$ cat src/design/edtq_pkg.sv
`timescale 1ns / 1ps
// ----------------------------------------------------------------------------
// edtq_pkg
// shared types, codes and defaults for the earliest deadline timer queue
// ----------------------------------------------------------------------------
package edtq_pkg;

    localparam int JOB_DEPTH_DEF      = 16;
    localparam int PERIODIC_DEPTH_DEF = 16;

    localparam int CMD_W     = 2;
    localparam int DUE_W     = 32;
    localparam int TASK_W    = 8;
    localparam int STATUS_W  = 2;
    localparam int PENDING_W = 5;

    // command codes on the input channel
    localparam logic [CMD_W-1:0] CMD_ADD_ONESHOT  = 2'd0;
    localparam logic [CMD_W-1:0] CMD_ADD_PERIODIC = 2'd1;
    localparam logic [CMD_W-1:0] CMD_TICK         = 2'd2;

    // status codes on the result channel
    localparam logic [STATUS_W-1:0] STATUS_OK            = 2'd0;
    localparam logic [STATUS_W-1:0] STATUS_JOB_FULL      = 2'd1;
    localparam logic [STATUS_W-1:0] STATUS_PERIODIC_FULL = 2'd2;

    typedef enum logic [1:0] {
        OP_ADD_ONESHOT,
        OP_ADD_PERIODIC,
        OP_TICK,
        OP_NOP
    } op_kind_t;

    // classified command handed from the front to the back
    typedef struct packed {
        op_kind_t            kind;
        logic [DUE_W-1:0]    due;
        logic [DUE_W-1:0]    now;
        logic [DUE_W-1:0]    period;
        logic [TASK_W-1:0]   task_id;
    } op_t;

    typedef enum logic [2:0] {
        ST_IDLE,
        ST_SCAN,
        ST_DECIDE,
        ST_SHIFT,
        ST_REARM
    } back_state_t;

endpackage

$ cat src/design/edtq_front.sv
`timescale 1ns / 1ps
// ----------------------------------------------------------------------------
// edtq_front
// accepts commands, classifies them and buffers them in a two-entry queue
// ----------------------------------------------------------------------------
module edtq_front (
    input  logic                         aclk,
    input  logic                         aresetn,
    input  logic                         s_valid,
    output logic                         s_ready,
    input  logic [edtq_pkg::CMD_W-1:0]   s_cmd,
    input  logic [edtq_pkg::DUE_W-1:0]   s_now_ms,
    input  logic [edtq_pkg::DUE_W-1:0]   s_value_ms,
    input  logic [edtq_pkg::TASK_W-1:0]  s_task_id,
    output edtq_pkg::op_t                op_data,
    output logic                         op_valid,
    input  logic                         op_ready
);
    import edtq_pkg::*;

    op_t        q_reg [2];
    logic       wr_ptr_reg, wr_ptr_next;
    logic       rd_ptr_reg, rd_ptr_next;
    logic [1:0] fill_reg, fill_next;
    op_t        op_c;
    logic       push, pop;

    // classify
    always_comb begin
        op_c         = '0;
        op_c.now     = s_now_ms;
        op_c.period  = s_value_ms;
        op_c.task_id = s_task_id;
        op_c.due     = s_value_ms;
        unique case (s_cmd)
            CMD_ADD_ONESHOT: begin
                op_c.kind = OP_ADD_ONESHOT;
            end
            CMD_ADD_PERIODIC: begin
                op_c.kind = OP_ADD_PERIODIC;
                op_c.due  = s_now_ms + s_value_ms;
            end
            CMD_TICK: begin
                op_c.kind = OP_TICK;
            end
            default: begin
                op_c.kind = OP_NOP;
            end
        endcase
    end

    assign s_ready  = (fill_reg != 2'd2);
    assign op_valid = (fill_reg != 2'd0);
    assign op_data  = q_reg[rd_ptr_reg];
    assign push     = s_valid && s_ready;
    assign pop      = op_valid && op_ready;

    always_comb begin
        wr_ptr_next = push ? ~wr_ptr_reg : wr_ptr_reg;
        rd_ptr_next = pop ? ~rd_ptr_reg : rd_ptr_reg;
        fill_next   = fill_reg;
        if (push && !pop) begin
            fill_next = fill_reg + 2'd1;
        end else if (pop && !push) begin
            fill_next = fill_reg - 2'd1;
        end
    end

    always_ff @(posedge aclk) begin
        if (!aresetn) begin
            wr_ptr_reg <= 1'b0;
            rd_ptr_reg <= 1'b0;
            fill_reg   <= 2'd0;
        end else begin
            wr_ptr_reg <= wr_ptr_next;
            rd_ptr_reg <= rd_ptr_next;
            fill_reg   <= fill_next;
        end
    end

    always_ff @(posedge aclk) begin
        if (push) begin
            q_reg[wr_ptr_reg] <= op_c;
        end
    end

endmodule

$ cat src/design/edtq_back.sv
`timescale 1ns / 1ps
// ----------------------------------------------------------------------------
// edtq_back
// job and periodic tables, earliest-deadline scan, removal and re-arm
// ----------------------------------------------------------------------------
module edtq_back #(
    parameter int JOB_DEPTH      = edtq_pkg::JOB_DEPTH_DEF,
    parameter int PERIODIC_DEPTH = edtq_pkg::PERIODIC_DEPTH_DEF
) (
    input  logic                           aclk,
    input  logic                           aresetn,
    input  edtq_pkg::op_t                  op_data,
    input  logic                           op_valid,
    output logic                           op_ready,
    output logic                           m_valid,
    input  logic                           m_ready,
    output logic                           m_fired,
    output logic [edtq_pkg::TASK_W-1:0]    m_fired_task,
    output logic [edtq_pkg::STATUS_W-1:0]  m_status,
    output logic [edtq_pkg::PENDING_W-1:0] m_pending
);
    import edtq_pkg::*;

    localparam int IDX_W  = $clog2(JOB_DEPTH);
    localparam int CNT_W  = $clog2(JOB_DEPTH + 1);
    localparam int LINK_W = (PERIODIC_DEPTH > 1) ? $clog2(PERIODIC_DEPTH) : 1;
    localparam int PCNT_W = $clog2(PERIODIC_DEPTH + 1);
    localparam int WORD_W = 1 + LINK_W + TASK_W + DUE_W;
    localparam int PER_W  = TASK_W + DUE_W;

    localparam logic [CNT_W-1:0]  JOB_FULL = CNT_W'(JOB_DEPTH);
    localparam logic [PCNT_W-1:0] PER_FULL = PCNT_W'(PERIODIC_DEPTH);
    localparam logic [CNT_W-1:0]  CNT_ONE  = CNT_W'(1);

    // storage
    logic [WORD_W-1:0] job_mem [JOB_DEPTH];
    logic [PER_W-1:0]  per_mem [PERIODIC_DEPTH];

    back_state_t       state_reg, state_next;
    logic [CNT_W-1:0]  count_reg, count_next;
    logic [PCNT_W-1:0] pcount_reg, pcount_next;
    logic [CNT_W-1:0]  scan_reg, scan_next;
    logic              rvalid_reg;
    logic [CNT_W-1:0]  ridx_reg;
    logic [WORD_W-1:0] rd_data_reg;
    logic [PER_W-1:0]  per_data_reg;
    logic [DUE_W-1:0]  now_reg, now_next;
    logic [DUE_W-1:0]  best_due_reg, best_due_next;
    logic [TASK_W-1:0] best_task_reg, best_task_next;
    logic [LINK_W-1:0] best_link_reg, best_link_next;
    logic              best_linked_reg, best_linked_next;
    logic [CNT_W-1:0]  best_idx_reg, best_idx_next;

    logic                m_valid_reg;
    logic                m_fired_reg;
    logic [TASK_W-1:0]   m_fired_task_reg;
    logic [STATUS_W-1:0] m_status_reg;
    logic [PENDING_W-1:0] m_pending_reg;

    logic              rd_en;
    logic              wr_en;
    logic [IDX_W-1:0]  wr_addr;
    logic [WORD_W-1:0] wr_data;
    logic              per_wr;
    logic              per_rd;
    logic              finish;
    logic              res_fired;
    logic [STATUS_W-1:0] res_status;
    logic [CNT_W-1:0]  count_last;
    logic [CNT_W-1:0]  ridx_dec;
    logic [CNT_W-1:0]  best_after;
    logic [CNT_W+PENDING_W-1:0] pending_ext;

    logic [DUE_W-1:0]  r_due;
    logic [TASK_W-1:0] r_task;
    logic [LINK_W-1:0] r_link;
    logic              r_linked;
    logic [DUE_W-1:0]  p_period;
    logic [TASK_W-1:0] p_task;
    logic [DUE_W-1:0]  rearm_due;

    assign r_due      = rd_data_reg[DUE_W-1:0];
    assign r_task     = rd_data_reg[DUE_W +: TASK_W];
    assign r_link     = rd_data_reg[DUE_W+TASK_W +: LINK_W];
    assign r_linked   = rd_data_reg[WORD_W-1];
    assign p_period   = per_data_reg[DUE_W-1:0];
    assign p_task     = per_data_reg[DUE_W +: TASK_W];
    assign rearm_due  = now_reg + p_period;
    assign count_last = count_reg - CNT_ONE;
    assign ridx_dec   = ridx_reg - CNT_ONE;
    assign best_after = best_idx_reg + CNT_ONE;

    always_comb begin
        state_next       = state_reg;
        count_next       = count_reg;
        pcount_next      = pcount_reg;
        scan_next        = scan_reg;
        now_next         = now_reg;
        best_due_next    = best_due_reg;
        best_task_next   = best_task_reg;
        best_link_next   = best_link_reg;
        best_linked_next = best_linked_reg;
        best_idx_next    = best_idx_reg;
        op_ready         = 1'b0;
        rd_en            = 1'b0;
        wr_en            = 1'b0;
        wr_addr          = count_reg[IDX_W-1:0];
        wr_data          = '0;
        per_wr           = 1'b0;
        per_rd           = 1'b0;
        finish           = 1'b0;
        res_fired        = 1'b0;
        res_status       = STATUS_OK;

        unique case (state_reg)
            ST_IDLE: begin
                if (op_valid && !m_valid_reg) begin
                    op_ready = 1'b1;
                    now_next = op_data.now;
                    unique case (op_data.kind)
                        OP_ADD_ONESHOT: begin
                            finish = 1'b1;
                            if (count_reg == JOB_FULL) begin
                                res_status = STATUS_JOB_FULL;
                            end else begin
                                wr_en      = 1'b1;
                                wr_data    = {1'b0, LINK_W'(0), op_data.task_id, op_data.due};
                                count_next = count_reg + CNT_ONE;
                            end
                        end
                        OP_ADD_PERIODIC: begin
                            finish = 1'b1;
                            if (count_reg == JOB_FULL) begin
                                res_status = STATUS_JOB_FULL;
                            end else if (pcount_reg == PER_FULL) begin
                                res_status = STATUS_PERIODIC_FULL;
                            end else begin
                                per_wr      = 1'b1;
                                wr_en       = 1'b1;
                                wr_data     = {1'b1, pcount_reg[LINK_W-1:0],
                                               op_data.task_id, op_data.due};
                                count_next  = count_reg + CNT_ONE;
                                pcount_next = pcount_reg + PCNT_W'(1);
                            end
                        end
                        OP_TICK: begin
                            if (count_reg == '0) begin
                                finish = 1'b1;
                            end else begin
                                scan_next  = '0;
                                state_next = ST_SCAN;
                            end
                        end
                        default: begin
                            finish = 1'b1;
                        end
                    endcase
                end
            end
            ST_SCAN: begin
                if (scan_reg < count_reg) begin
                    rd_en     = 1'b1;
                    scan_next = scan_reg + CNT_ONE;
                end
                if (rvalid_reg) begin
                    // strict less-than keeps the oldest entry on a tie
                    if (ridx_reg == '0 || r_due < best_due_reg) begin
                        best_due_next    = r_due;
                        best_task_next   = r_task;
                        best_link_next   = r_link;
                        best_linked_next = r_linked;
                        best_idx_next    = ridx_reg;
                    end
                    if (ridx_reg == count_last) begin
                        state_next = ST_DECIDE;
                    end
                end
            end
            ST_DECIDE: begin
                if (now_reg >= best_due_reg) begin
                    per_rd = best_linked_reg;
                    if (best_after < count_reg) begin
                        scan_next  = best_after;
                        state_next = ST_SHIFT;
                    end else begin
                        count_next = count_last;
                        if (best_linked_reg) begin
                            state_next = ST_REARM;
                        end else begin
                            finish     = 1'b1;
                            res_fired  = 1'b1;
                            state_next = ST_IDLE;
                        end
                    end
                end else begin
                    finish     = 1'b1;
                    state_next = ST_IDLE;
                end
            end
            ST_SHIFT: begin
                if (scan_reg < count_reg) begin
                    rd_en     = 1'b1;
                    scan_next = scan_reg + CNT_ONE;
                end
                if (rvalid_reg) begin
                    wr_en   = 1'b1;
                    wr_addr = ridx_dec[IDX_W-1:0];
                    wr_data = rd_data_reg;
                    if (ridx_reg == count_last) begin
                        count_next = count_last;
                        if (best_linked_reg) begin
                            state_next = ST_REARM;
                        end else begin
                            finish     = 1'b1;
                            res_fired  = 1'b1;
                            state_next = ST_IDLE;
                        end
                    end
                end
            end
            ST_REARM: begin
                wr_en      = 1'b1;
                wr_data    = {1'b1, best_link_reg, p_task, rearm_due};
                count_next = count_reg + CNT_ONE;
                finish     = 1'b1;
                res_fired  = 1'b1;
                state_next = ST_IDLE;
            end
            default: begin
                state_next = ST_IDLE;
            end
        endcase
    end

    assign pending_ext = {{PENDING_W{1'b0}}, count_next};

    always_ff @(posedge aclk) begin
        if (!aresetn) begin
            state_reg   <= ST_IDLE;
            count_reg   <= '0;
            pcount_reg  <= '0;
            rvalid_reg  <= 1'b0;
            m_valid_reg <= 1'b0;
        end else begin
            state_reg  <= state_next;
            count_reg  <= count_next;
            pcount_reg <= pcount_next;
            rvalid_reg <= rd_en;
            if (finish) begin
                m_valid_reg <= 1'b1;
            end else if (m_ready) begin
                m_valid_reg <= 1'b0;
            end
        end
    end

    always_ff @(posedge aclk) begin
        scan_reg        <= scan_next;
        ridx_reg        <= scan_reg;
        now_reg         <= now_next;
        best_due_reg    <= best_due_next;
        best_task_reg   <= best_task_next;
        best_link_reg   <= best_link_next;
        best_linked_reg <= best_linked_next;
        best_idx_reg    <= best_idx_next;
        if (finish) begin
            m_fired_reg      <= res_fired;
            m_fired_task_reg <= res_fired ? best_task_reg : '0;
            m_status_reg     <= res_status;
            m_pending_reg    <= pending_ext[PENDING_W-1:0];
        end
    end

    // job table: one read and one write port
    always_ff @(posedge aclk) begin
        if (wr_en) begin
            job_mem[wr_addr] <= wr_data;
        end
        if (rd_en) begin
            rd_data_reg <= job_mem[scan_reg[IDX_W-1:0]];
        end
    end

    // periodic table
    always_ff @(posedge aclk) begin
        if (per_wr) begin
            per_mem[pcount_reg[LINK_W-1:0]] <= {op_data.task_id, op_data.period};
        end
        if (per_rd) begin
            per_data_reg <= per_mem[best_link_reg];
        end
    end

    assign m_valid      = m_valid_reg;
    assign m_fired      = m_fired_reg;
    assign m_fired_task = m_fired_task_reg;
    assign m_status     = m_status_reg;
    assign m_pending    = m_pending_reg;

    // checks
    a_count_bound: assert property (@(posedge aclk) disable iff (!aresetn)
        count_reg <= JOB_FULL)
        else $error("job count above table depth");

    a_pcount_bound: assert property (@(posedge aclk) disable iff (!aresetn)
        pcount_reg <= PER_FULL)
        else $error("periodic count above table depth");

    a_pcount_grows: assert property (@(posedge aclk) disable iff (!aresetn)
        1'b1 |=> pcount_reg >= $past(pcount_reg))
        else $error("periodic count went down");

    a_read_in_range: assert property (@(posedge aclk) disable iff (!aresetn)
        rvalid_reg |-> ridx_reg < count_reg)
        else $error("job read beyond fill count");

    a_finish_free_slot: assert property (@(posedge aclk) disable iff (!aresetn)
        finish |-> !m_valid_reg)
        else $error("result written over a waiting result");

    a_rearm_room: assert property (@(posedge aclk) disable iff (!aresetn)
        (state_reg == ST_REARM) |-> count_reg < JOB_FULL)
        else $error("re-arm with no free job slot");

endmodule

$ cat src/design/earliest_deadline_timer_queue_core.sv
// add commands and idle ticks pass through the front queue and give their result from the idle state;
// a tick that finds jobs scans them all, then decides, then shifts the entries after a released job
// to close its gap, and re-arms a released periodic job at the end of the job table
// the job table has one read port: one entry is read per cycle in scan and shift
// reset: aresetn synchronous active low, clears counts and handshakes; tables need no clear
`timescale 1ns / 1ps
// ----------------------------------------------------------------------------
// earliest_deadline_timer_queue_core
// timer queue that releases the earliest due job per tick and re-arms periodics
// ----------------------------------------------------------------------------
module earliest_deadline_timer_queue_core #(
    parameter int JOB_DEPTH      = edtq_pkg::JOB_DEPTH_DEF,
    parameter int PERIODIC_DEPTH = edtq_pkg::PERIODIC_DEPTH_DEF
) (
    input  logic                           aclk,
    input  logic                           aresetn,
    // command channel
    input  logic                           s_valid,
    output logic                           s_ready,
    input  logic [edtq_pkg::CMD_W-1:0]     s_cmd,
    input  logic [edtq_pkg::DUE_W-1:0]     s_now_ms,
    input  logic [edtq_pkg::DUE_W-1:0]     s_value_ms,
    input  logic [edtq_pkg::TASK_W-1:0]    s_task_id,
    // result channel
    output logic                           m_valid,
    input  logic                           m_ready,
    output logic                           m_fired,
    output logic [edtq_pkg::TASK_W-1:0]    m_fired_task,
    output logic [edtq_pkg::STATUS_W-1:0]  m_status,
    output logic [edtq_pkg::PENDING_W-1:0] m_pending
);
    import edtq_pkg::*;

    // classified command between front and back
    op_t  op_data;
    logic op_valid;
    logic op_ready;

    // front: takes a transaction whenever its queue has room, even while the
    // back is busy scanning or a result waits to be taken
    edtq_front u_front (
        .aclk       (aclk),
        .aresetn    (aresetn),
        .s_valid    (s_valid),
        .s_ready    (s_ready),
        .s_cmd      (s_cmd),
        .s_now_ms   (s_now_ms),
        .s_value_ms (s_value_ms),
        .s_task_id  (s_task_id),
        .op_data    (op_data),
        .op_valid   (op_valid),
        .op_ready   (op_ready)
    );

    // back: holds the tables, runs one command at a time and owns the
    // result register
    edtq_back #(
        .JOB_DEPTH      (JOB_DEPTH),
        .PERIODIC_DEPTH (PERIODIC_DEPTH)
    ) u_back (
        .aclk         (aclk),
        .aresetn      (aresetn),
        .op_data      (op_data),
        .op_valid     (op_valid),
        .op_ready     (op_ready),
        .m_valid      (m_valid),
        .m_ready      (m_ready),
        .m_fired      (m_fired),
        .m_fired_task (m_fired_task),
        .m_status     (m_status),
        .m_pending    (m_pending)
    );

endmodule

$ cat config.mk
export PLATFORM = sky130hd
export DESIGN_NAME = earliest_deadline_timer_queue_core
export DESIGN_NICKNAME = d
export VERILOG_FILES = /design/src/design/edtq_pkg.sv /design/src/design/edtq_front.sv /design/src/design/edtq_back.sv /design/src/design/earliest_deadline_timer_queue_core.sv
export SDC_FILE = /design/constraint.sdc
export NUM_CORES = 2
export LEC_CHECK = 0
export ABC_AREA = 0
export BUFFER_PORTS_ARGS = -buffer_cell sky130_fd_sc_hd__buf_4
export CAP_MARGIN = 20
export CELL_PAD_IN_SITES_DETAIL_PLACEMENT = 1
export CELL_PAD_IN_SITES_GLOBAL_PLACEMENT = 2
export CORE_MARGIN = 2
export CORE_UTILIZATION = 51
export CTS_BUF_LIST = sky130_fd_sc_hd__clkbuf_8
export DETAILED_ROUTE_END_ITERATION = 8
export PLACE_DENSITY = 0.89
export SLEW_MARGIN = 20
export SYNTH_ARGS = -nofsm -noshare
export SYNTH_HDL_FRONTEND = slang
export SYNTH_SLANG_ARGS = --single-unit
$ cat constraint.sdc
create_clock -name aclk -period 8.05 [get_ports aclk]
set_input_delay 0.805 -clock aclk [delete_from_list [all_inputs] [get_ports aclk]]
set_output_delay 0.805 -clock aclk [all_outputs]
set_load 0.005 [all_outputs]
**Word-level counts from Yosys, hierarchy flattened**

Memory sizes are Yosys's and may differ from the RTL's. A register that Yosys moved wholly into a read port is not among the register bits.
Cells that the tools add are included.

- Mux-type cells: 82
- Equal/unequal tests: 22
- Bitwise logic cells: 4
- $add $sub $neg: 10
- $lt $le $gt $ge: 4
- Reductions and logical operators: 24

Operator list:

| kind | number |
|---|---|
| $mux W45 | 4 |
| $pmux W45 S3 | 1 |
| $pmux W45 S2 | 1 |
| $mux W5 | 14 |
| $add A32 B32 Y32 | 2 |
| $mux W40 | 1 |
| $mux W1 | 34 |
| $ge A32 B32 Y1 | 1 |
| $lt A32 B32 Y1 | 1 |
| $mux W32 | 1 |
| $mux W3 | 10 |
| $add A5 B1 Y5 const B | 4 |
| $pmux W5 S4 | 1 |
| $ne A2 B1 Y1 const B | 8 |
| $pmux W5 S3 | 1 |
| $reduce_and A7 Y1 | 2 |
| $pmux W3 S4 | 1 |
| $eq A5 B5 Y1 const B | 2 |
| $logic_not A5 Y1 | 2 |
| $lt A5 B5 Y1 | 2 |
| $pmux W5 S2 | 1 |
| $mux W2 | 4 |
| $mux W4 | 2 |
| $eq A3 B2 Y1 const B | 2 |
| 27 further kinds | 44 |

- Bits in writable memories: 1,572
- Memories kept: 3
- Word-level logic and storage cells: 169
- Output and inout port bits: 18
- Bits in registers: 127

Memory list:

| name | depth | width | read ports | clocked after Yosys merged registers in | write ports | RTL line | RTL |
|---|---|---|---|---|---|---|---|
| u_back.job_mem | 16 | 45 | 1 | 1 | 1 | edtq_back.sv:36 | `logic [WORD_W-1:0] job_mem [JOB_DEPTH];` |
| u_back.per_mem | 16 | 40 | 1 | 1 | 1 | edtq_back.sv:37 | `logic [PER_W-1:0] per_mem [PERIODIC_DEPTH];` |
| u_front.q_reg | 2 | 106 | 1 | 1 | 1 | edtq_front.sv:21 | `op_t q_reg [2];` |

**Longest topological paths before layout**

- Depth in word-level cells: 8
- Depth in mapped cells: 13

**Cells and area by module**

Synthesis repeated with hierarchy kept, for this count alone.

- Cell total of the unflattened synthesis: 3,913
- Area total of the unflattened synthesis: 72,734.8 um^2

By module, submodules not included:

| module | cells each | area an instance (um^2) | sequential area each (um^2) | times used |
|---|---|---|---|---|
| edtq_back | 3,248 | 62,895.3 | 46,885.0 | 1 |
| edtq_front | 665 | 9,839.4 | 6,466.2 | 1 |

**Least setup slack after synthesis**

OpenSTA, ideal clock, no wires.

- Kind: input-to-reg
- Start point: input s_valid
- End point: memory u_front.q_reg[0][0] (netlist name) (enable)
- Slack: 2,164 ps
- Stages: 2
- Library setup time: 573 ps
- Arrival: 5,313 ps
- Cells stage by stage: nand2_1 -> nor2_1

- Word-level cells in the longest chain between the ends: 3

RTL lines:

| what | RTL line | RTL |
|---|---|---|
| start, declared | earliest_deadline_timer_queue_core.sv:18 | `input logic s_valid,` |
| $logic_and A1 B1 Y1 | edtq_front.sv:55 | `assign push = s_valid && s_ready;` |
| $mux W1 | edtq_front.sv:82 | `if (push) begin` |
| $mux W1 (not written as such) | edtq_front.sv:83 | `q_reg[wr_ptr_reg] <= op_c;` |
| end, declared | edtq_front.sv:21 |  |

No other way between the ends.

**Worst setup path after layout**

- Start point: register u_back.count_reg[0]
- End point: memory u_back.job_mem[11][39] (netlist name) (enable)

- Word-level cells in the longest chain between the ends: 7
- Elaborated cells between the ends (all ways): 10
- Classes of those cells: 1 x eq/ne; 9 x mux

RTL lines:

| what | RTL line | RTL |
|---|---|---|
| start, declared | edtq_back.sv:40 | `logic [CNT_W-1:0] count_reg, count_next;` |
| start signal, assigned | edtq_back.sv:246 | `count_reg <= count_next;` |
| $eq A5 B5 Y1 | edtq_back.sv:123, edtq_back.sv:133 |  |
| $mux W1 (on tied branches) | edtq_back.sv:133, edtq_back.sv:123 |  |
| $pmux W1 S2 | edtq_back.sv:120 | `unique case (op_data.kind)` |
| $mux W1 | edtq_back.sv:117 | `if (op_valid && !m_valid_reg) begin` |
| $pmux W1 S3 | edtq_back.sv:115 | `unique case (state_reg)` |
| $mux W1 | edtq_back.sv:276 | `if (wr_en) begin` |
| $mux W1 (not written as such) | edtq_back.sv:277 | `job_mem[wr_addr] <= wr_data;` |
| end, declared | edtq_back.sv:36 |  |

Several ways; a longest one is shown, not always the timed one.

==> out/qor.txt <==
# DRC -> 0
EDFF count, synth -> 1760
WP buf/inv -> 2
area of the multi-input gates -> 0.0187 mm²
Clock Tree Buf Depth -> 4
most frequent cells in the layout -> edfxtp_1 (1760), clkbuf_8 (312), mux4_2 (290), buf_4 (175), inv_1 (174)
Tmin final -> 4790 ps
final non-filler cell total -> 6376
via count -> 39900
worst clock skew -> 73.9 ps
CTS Hold Bufs -> 60
RSZ-0062 raised after global routing -> no
clock-pin slew on the worst setup and hold paths -> 60 ps
input/output buffers -> 95
worst-path cell with the longest stage delay -> nor2_4
Final setup viols -> 0
H-tree depth -> 5
root buffer cell -> clkbuf_8
Starting Density -> 0.514
Setup TNS -> 0 ps
Crit Path Max Fanout -> 27
post-DP HPWL -> 116000 µm
sequential share of the synthesized area -> 0.734
FILL cells -> 12500
Mapped Cells -> 3908
CP Cell Sequence -> inv_1 > ha_1 > and4bb_2 > nor3_1 > and3_1 > nand2_1 > nand2_1 > a22o_1 > nand2_1 > nor2_4 > buf_4
CTS tree -> built
PostCTS Resize Cnt -> 0
Largest register FFs -> 720
Max rail drop VDD -> 192 µV
setup bufs post-CTS -> 0
average size of a mapped cell -> 18.6 µm²
WL/cell -> 30.5 µm
largest net degree at the start of global routing -> 161
Setup CP Type -> reg2reg
DRT Wirelength -> 194000 µm
share of layout cells above drive strength 1 -> 0.225
achievable frequency -> 209 MHz
First DRT Iteration DRCs -> 4429
pwr/cell area -> 267 mW/mm²
initial antenna violation count -> 15
crit-path max cell delay -> 900 ps
number of synthesized register bits -> 1785
area growth from synthesis to layout -> 12.6%
cell mode on critical path -> nand2_1
status -> complete, but fails checks
Synth Flop Type -> edfxtp_1
vias in the first global route -> 42200
final hold viol count -> 0
Slew HR -> 0.259
Worst Hold Margin -> 94.2 ps
CP startpoint kind -> flip-flop
commonest non-fill, non-tap cell in the layout -> edfxtp_1
antenna viol nets, final -> 1
drt pass-1 iters -> 7
Die ar. -> 0.146 mm²
fin area -> 0.0819 mm²
io pins -> 96
CP arrival -> 5360 ps
worst skew pair latency -> 980 ps
die width -> 382 µm
fin. max-slew vios -> 0
Placed Area -> 0.0760 mm²
worst-margin pin slew -> 1110 ps
Inst Count DP -> 5802
core area -> 0.142 mm²
fraction of registers with async set or reset after synthesis -> 0
Layout Nets -> 4502
worst hold path type -> in2reg
die height -> 382 µm
Congestion Overflow GR -> 0
# Max-Cap Violations -> 0
Synthesized Nets -> 4133
Critical Path RT -> 8620 ps
leakage power total -> 0.0281 µW
first-pass GRT wire length -> 286000 µm
Top Family by Delay on Critical Path -> simple AND/OR/NAND/NOR gates
Synth cell types -> 75
row cnt -> 138
Final GP Congestion -> 0.835
cts bufs inserted -> 303
register area -> 0.0534 mm²
CP endpoint kind -> flip-flop
Final Cycle Share -> 0.595
All-Layer GR Usage -> 0.268
clk sinks -> 1785
failing checks -> antenna violations
Synth Cell Area -> 0.0727 mm²
YS warnings -> 0
Via-to-Cell Ratio -> 6.26
[kinds of logic after synthesis]
| family | Yosys count | share of synthesized area |
|---|---|---|
| mux | 584 | 0.132 |
| flops | 1785 | 0.734 |
| simple gates | 460 | 0.0313 |
| buf+inv | 248 | 0.0130 |
| compound gates | 608 | 0.0550 |
| xor+xnor | 76 | 0.00915 |
| fa+ha+maj | 147 | 0.0255 |
[cell type report]
cell class                 count  area share
antenna                        7    0.000214
timing repair buffer         241      0.0246
clock buffer                 312      0.0524
inverter                      71     0.00325
sequential                  1785       0.652
clock inverter               195      0.0108
tap                         1890      0.0289
multi-input combinational   1875       0.228
[per-layer routing]
metal,up-vias,global-route usage,routed length (µm),part of all wire
li1,16700,-,-,-
met1,20900,0.363,77100,0.40
met2,1920,0.446,97300,0.50
met3,390,0.0409,13700,0.071
met4,4,0.0939,6200,0.032
met5,-,0,27,0.00014
[per-stage QoR]
stage / worst slack, ps / utilization / total power [µW]
2_1_floorplan: 2160 / - / 13400
3_3_place_gp: 3460 / 0.537 / 14600
3_5_place_dp: 3270 / 0.537 / 14700
4_1_cts: 3220 / 0.578 / 21900
5_1_grt: 3050 / 0.578 / 22600
6_report: 3260 / 0.578 / 21900
[synth_stat cells, types with 26 or more instances]
master / n / area (µm²)
edfxtp_1: 1760 / 52900
mux4_2: 290 / 6530
mux2i_1: 173 / 1730
o21ai_0: 173 / 866
nand2_1: 170 / 638
ha_1: 145 / 1810
clkbuf_1: 133 / 499
a21oi_1: 121 / 606
mux2_2: 121 / 1360
inv_1: 71 / 267
nor2_1: 71 / 267
a21o_1: 70 / 526
a22oi_1: 59 / 443
a221oi_1: 51 / 447
nand3_1: 44 / 220
xnor2_1: 43 / 377
buf_1: 36 / 135
xor2_1: 33 / 289
and2_1: 28 / 175
o221ai_1: 26 / 228
[worst paths after layout]
check / from / endpoint / slack (ps) / depth (start not counted)
worst max-delay path: u_back.count_reg[0]$_SDFF_PN0_ / u_back.job_mem[11][39]$_DFFE_PP_ / 3260 / 11
worst min-delay path: s_now_ms[28] / u_front.q_reg[1][68]$_DFFE_PP_ / 90 / 1
worst max register to register: u_back.count_reg[0]$_SDFF_PN0_ / u_back.job_mem[11][39]$_DFFE_PP_ / 3260 / 11
worst min register to register: u_back.scan_reg[4]$_DFFE_PP_ / u_back.ridx_reg[4]$_DFF_P_ / 450 / 0
[worst register-to-register path, cell delays in order (launching register included)]
cell	delay, ps
dfxtp_1	640
inv_1	210
ha_1	270
and4bb_2	270
nor3_1	190
and3_1	730
nand2_1	160
nand2_1	130
a22o_1	160
nand2_1	250
nor2_4	900
buf_4	490
[where the power goes]
group          switching, µW  total (µW)  internal [µW]
combinational           2140        3200           1060
sequential               243       11400          11200
clock                   3540        7230           3690
total                   5930       21900          15900
Note: power is estimated with default switching activity, not from simulation.
